==> config.mk <==
export PLATFORM = sky130hd
export DESIGN_NAME = bba_ctrl
export DESIGN_NICKNAME = d
export VERILOG_FILES = /design/src/sv/bba_pkg.sv /design/src/sv/bba_ctrl.sv
export SDC_FILE = /design/constraint.sdc
export NUM_CORES = 1
export LEC_CHECK = 0
export BUFFER_PORTS_ARGS = -buffer_cell sky130_fd_sc_hd__buf_2
export CAP_MARGIN = 20
export CELL_PAD_IN_SITES_DETAIL_PLACEMENT = 1
export CELL_PAD_IN_SITES_GLOBAL_PLACEMENT = 1
export CORE_ASPECT_RATIO = 0.9
export CORE_UTILIZATION = 25
export CTS_BUF_LIST = sky130_fd_sc_hd__clkbuf_16
export DETAILED_ROUTE_END_ITERATION = 10
export PLACE_DENSITY = 0.68
export SLEW_MARGIN = 20
export SYNTH_ARGS = -nofsm -noshare
export SYNTH_HDL_FRONTEND = slang
export SYNTH_SLANG_ARGS = --single-unit
export TNS_END_PERCENT = 10
==> constraint.sdc <==
create_clock -name clk -period 1.1 [get_ports clk]
set_input_delay 0.11 -clock clk [delete_from_list [all_inputs] [get_ports clk]]
set_output_delay 0.11 -clock clk [all_outputs]
set_load 0.02 [all_outputs]
==> src/sv/bba_pkg.sv <==
// ----------------------------------------------------------------------------
// bba_pkg: shared definitions for the bitmap block allocator
// Request and status codes, controller states, and the command and status
// groups that run between the controller and the datapath.
// ----------------------------------------------------------------------------
package bba_pkg;

  localparam int NUM_BLOCKS_DEF = 8192;

  // Field widths of the request, result and register interfaces.
  localparam int REQ_W   = 2;
  localparam int IDX_W   = 13;
  localparam int STS_W   = 2;
  localparam int COUNT_W = 14;
  localparam int RES_W   = 14;

  localparam logic [RES_W-1:0] RESERVED_RESET = 14'd261;

  // Map geometry: 64-bit words, scanned a byte at a time.
  localparam int WORD_BITS  = 64;
  localparam int BYTE_BITS  = 8;
  localparam int GRP_WORDS  = 16;
  localparam int GRP_IDX_W  = 4;

  typedef enum logic [REQ_W-1:0] {
    REQ_ALLOC  = 2'd0,
    REQ_FREE   = 2'd1,
    REQ_FORMAT = 2'd2
  } req_t;

  localparam logic [STS_W-1:0] STS_OK      = 2'd0;
  localparam logic [STS_W-1:0] STS_NONE    = 2'd1;
  localparam logic [STS_W-1:0] STS_ALREADY = 2'd2;
  localparam logic [STS_W-1:0] STS_RANGE   = 2'd3;

  typedef enum logic [3:0] {
    S_IDLE,
    S_AGRP,
    S_AWORD,
    S_ARD,
    S_ALOAD,
    S_ABYTE,
    S_ABIT,
    S_FADDR,
    S_FRD,
    S_FLOAD,
    S_FCHK,
    S_RESP
  } state_t;

  typedef struct packed {
    logic accept;
    logic format;
    logic grp_find;
    logic word_find;
    logic set_none;
    logic chk_idx;
    logic rd_req;
    logic load_word;
    logic byte_find;
    logic alloc_upd;
    logic free_upd;
    logic load_out;
  } cmd_t;

  typedef struct packed {
    logic grp_any;
    logic idx_bad;
    logic out_free;
  } sts_t;

endpackage

==> src/sv/bba_ctrl.sv <==
// ----------------------------------------------------------------------------
// bba_ctrl: request sequencer for the bitmap block allocator
// Steps each request through its scan, read, update and response phases.
// ----------------------------------------------------------------------------
module bba_ctrl (
  input  logic                       clk,
  input  logic                       rst_n,
  input  logic                       in_valid,
  input  logic [bba_pkg::REQ_W-1:0]  in_req_type,
  output logic                       in_ready,
  input  bba_pkg::sts_t              sts,
  output bba_pkg::cmd_t              cmd
);

  import bba_pkg::*;

  state_t state_r;
  state_t state_nxt;

  always_ff @(posedge clk) begin
    if (!rst_n) begin
      state_r <= S_IDLE;
    end else begin
      state_r <= state_nxt;
    end
  end

  always_comb begin
    state_nxt = state_r;
    unique case (state_r)
      S_IDLE: begin
        if (in_valid) begin
          unique case (in_req_type)
            REQ_ALLOC: state_nxt = S_AGRP;
            REQ_FREE:  state_nxt = S_FADDR;
            default:   state_nxt = S_RESP;
          endcase
        end
      end
      S_AGRP:  state_nxt = S_AWORD;
      S_AWORD: state_nxt = sts.grp_any ? S_ARD : S_RESP;
      S_ARD:   state_nxt = S_ALOAD;
      S_ALOAD: state_nxt = S_ABYTE;
      S_ABYTE: state_nxt = S_ABIT;
      S_ABIT:  state_nxt = S_RESP;
      S_FADDR: state_nxt = sts.idx_bad ? S_RESP : S_FRD;
      S_FRD:   state_nxt = S_FLOAD;
      S_FLOAD: state_nxt = S_FCHK;
      S_FCHK:  state_nxt = S_RESP;
      S_RESP:  state_nxt = sts.out_free ? S_IDLE : S_RESP;
      default: state_nxt = S_IDLE;
    endcase
  end

  always_comb begin
    cmd      = '0;
    in_ready = 1'b0;
    unique case (state_r)
      S_IDLE: begin
        in_ready = 1'b1;
        if (in_valid) begin
          cmd.accept = 1'b1;
          cmd.format = (in_req_type == REQ_FORMAT);
        end
      end
      S_AGRP: cmd.grp_find = 1'b1;
      S_AWORD: begin
        cmd.word_find = sts.grp_any;
        cmd.set_none  = !sts.grp_any;
      end
      S_ARD, S_FRD:     cmd.rd_req    = 1'b1;
      S_ALOAD, S_FLOAD: cmd.load_word = 1'b1;
      S_ABYTE: cmd.byte_find = 1'b1;
      S_ABIT:  cmd.alloc_upd = 1'b1;
      S_FADDR: cmd.chk_idx   = 1'b1;
      S_FCHK:  cmd.free_upd  = 1'b1;
      S_RESP:  cmd.load_out  = sts.out_free;
      default: cmd = '0;
    endcase
  end

endmodule

==> metrics <==
overall overflow remaining after global route=0; Avg Inst Size Synth=6.52 sq um; Pins Over Slew Limit=0; First DRT Iteration DRCs=9; TritonCTS clock tree=done; Die Ht=approximately 40 um; proportion of synthesized chip area in sequential cells=20.1%; number of synthesis warnings=0; Finished Layout Cells=110; via/cell ratio=5.30; R2R setup slack=-160 ps; wire length reported by the detailed router=1.81 mm; violated checks=setup timing; instance count of the mapped netlist=61; Skew-Pair Late Insertion Delay=230 ps; unrepaired setup endpoints after global routing=true; area of combinational cells with multiple inputs=around 380 sq um; transition time of the tightest slew-check pin=269 ps; dpl hpwl=1.19 mm; crit path kind=reg -> out; Worst R2R End=state_r[3]; clock tree buffer depth=2; final hold violations=0; post-synthesis cell type count=24; post-synthesis net count=69; Arrival @ worst endpoint=1410 ps; number of diodes added for antenna fixing=0; via count=583; number of maximum-capacitance constraint violations=0; DRT Pass-1 Iters=6; overall die width=44.1 um; total of fill cells in the finished design=174; count of state elements after synthesis=4; Register-to-Register Path Depth=5; Port Buf Inserts=20; Die Area=1760 sq um; Final Worst Setup Slack=-425 ps; dpl cell area=604 sq um; cell area after technology mapping=around 400 sq um; DRC violation count after routing=0; slowest cell on the critical path=dfxtp_4; routed length per instance=16.5 um; maximum level of the CTS H-tree=1; areal power density over the cells=3290 nW/um^2; number of buffers inserted by hold repair at cts=0; largest registers in the final layout=state_r: 4 flops; most area-hungry cell type in the Yosys netlist=dfxtp_1; Min-Delay Startpoint=rst_n; Storage cell area=~93 sq um; total leakage power=0.380 nW; core box area=approximately 1500 sq um; cell row count=13; outcome=finished, violations left; Initial Util=a little over a quarter; clock transition time at the flip-flop clock pins of the worst setup and hold paths=30 ps; Crit path max-delay family=simple AND/OR/NAND/NOR gates; fraction of layout instances using a drive strength above 1=63.2%; number of flip-flops in the largest register=4; slowest stage delay, CP=around 350 ps; top-level I/O count=21; Setup crit end kind=output pin; Worst Hold Path EP=state_r[2]; count of final setup violators=17; total non-filler cell area in the finished layout=826 sq um; crit path cell chain=nor4_4 > and2_4 > and3b_2 > buf_6; fin crit share=139%; cell total after placement=105; top cells by area, synth=dfxtp_1, nor2_1, a21oi_1; number of routed nets with antenna violations=0; startpoint types=flip-flop; synthesis-to-layout area growth=108%; final critical path time including I/O delays and setup=1520 ps; CP bufs+invs=1; WP data required=990 ps; worst min-delay path category=in -> reg; antenna violations before repair=0; Layout Nets=between 100 and 150; beginning of the worst register-to-register path=state_r[3]; Biggest register=state_r; via count of the first global-routing pass=approximately 570; worst vdd rail ir drop=1.26 mV; first-pass GRT wire length=approximately 2.7 mm; worst-case headroom to the max-slew limit=between 80% and 90%; fraction of synthesized cell area taken by the top area cell type=between 20% and 30%; Overall Global Routing Usage=23.6%; total clock sinks=4; maximum fanout encountered on the critical timing path=3; maximum number of pins on one net before global-route repair=8; f_max=0.656 GHz; final RePlAce weighted congestion=0.754; Clock Skew=1.00 ps; Inserted Clock Buffers=3; buffer cell driving the clock tree root=clkbuf_16; number of cells traversed by the worst hold path=3
[layout make-up]
class | count | area share, %
repair buffers | 35 | 31.5
flip-flops and latches | 4 | 11.2
well taps | 15 | 2.27
inverters | 1 | 0.455
multi-input cells | 52 | 45.5
clock buffers | 3 | 9.09
[metrics by stage]
step	util, %	hold WS (ps)	setup WS, ps	setup TNS, ps	power, mW
after floorplan	-	302	-300	-1200	1.13
after global placement	41.3	442	-96.1	-571	1.64
after detailed placement	41.3	460	-147	-1080	1.69
after CTS	52.7	171	-385	-3470	2.55
after global routing	56.4	208	-460	-4530	2.89
final	56.4	176	-425	-3670	2.72
[worst register-to-register path: stages, from the launching register on]
cell and delay [ps]:
dfxtp_4 350, buf_4 140, buf_4 130, buf_4 150, o21ai_0 230, a31oi_1 130
[synthesized netlist by cell type (all sizes together)]
master,count
a21oi,9
nor4b,1
nor3,3
o21bai,1
and2b,1
and3b,1
o22a,1
a31oi,1
o21ai,3
nor3b,1
nand2b,5
buf,4
nor2,13
dfxtp,4
nor2b,2
and2,1
inv,1
nand3,1
nor4,3
nand2,5
[per-layer routing]
layer	vias to the layer above	routed length, um	track usage (%)
li1	280	-	-
met1	286	761	24.7
met2	15	965	43.4
met3	2	62	6.91
met4	0	22	11.4
met5	-	0	0
[worst max path at each step]
stage,from,to,slack [ps],depth (start not counted)
floorplan,state_r[1],cmd[10],-300,3
global placement,state_r[3],cmd[10],-100,4
detailed placement,state_r[3],cmd[10],-150,4
CTS,state_r[3],cmd[10],-390,4
global route,state_r[3],cmd[10],-460,4
finish,state_r[3],cmd[10],-420,4
[power by group]
group	internal, mW	leakage (nW)	switching (mW)	total [mW]
clock network	0.466	0.0370	0.118	0.584
registers	0.238	0.0353	0.116	0.354
logic	0.876	0.308	0.902	1.78
[what timing repair did]
item,CTS,global route
endpoints found under the setup margin,17,17
resized for setup,23,13
cloned,0,0
pin swaps,8,1
buffers inserted,2,0
[cell families after synthesis]
| logic type | after synthesis | share of synthesized area [%] |
|---|---|---|
| flops | 4 | 20.1 |
| buf+inv | 5 | 6.60 |
| compound gates | 15 | 20.8 |
| simple gates | 37 | 52.5 |
[cells in the final DEF (no fill, tap or decap), types with 3 or more instances in the layout]
| cell | instances |
|---|---|
| nor2_1 | 9 |
| nor2_2 | 4 |
| nand2b_4 | 3 |
| buf_6 | 6 |
| dfxtp_4 | 3 |
| buf_2 | 10 |
| a21oi_1 | 9 |
| clkbuf_16 | 3 |
| nand2_1 | 4 |
| buf_4 | 19 |
(Power assumes the default switching activity.)
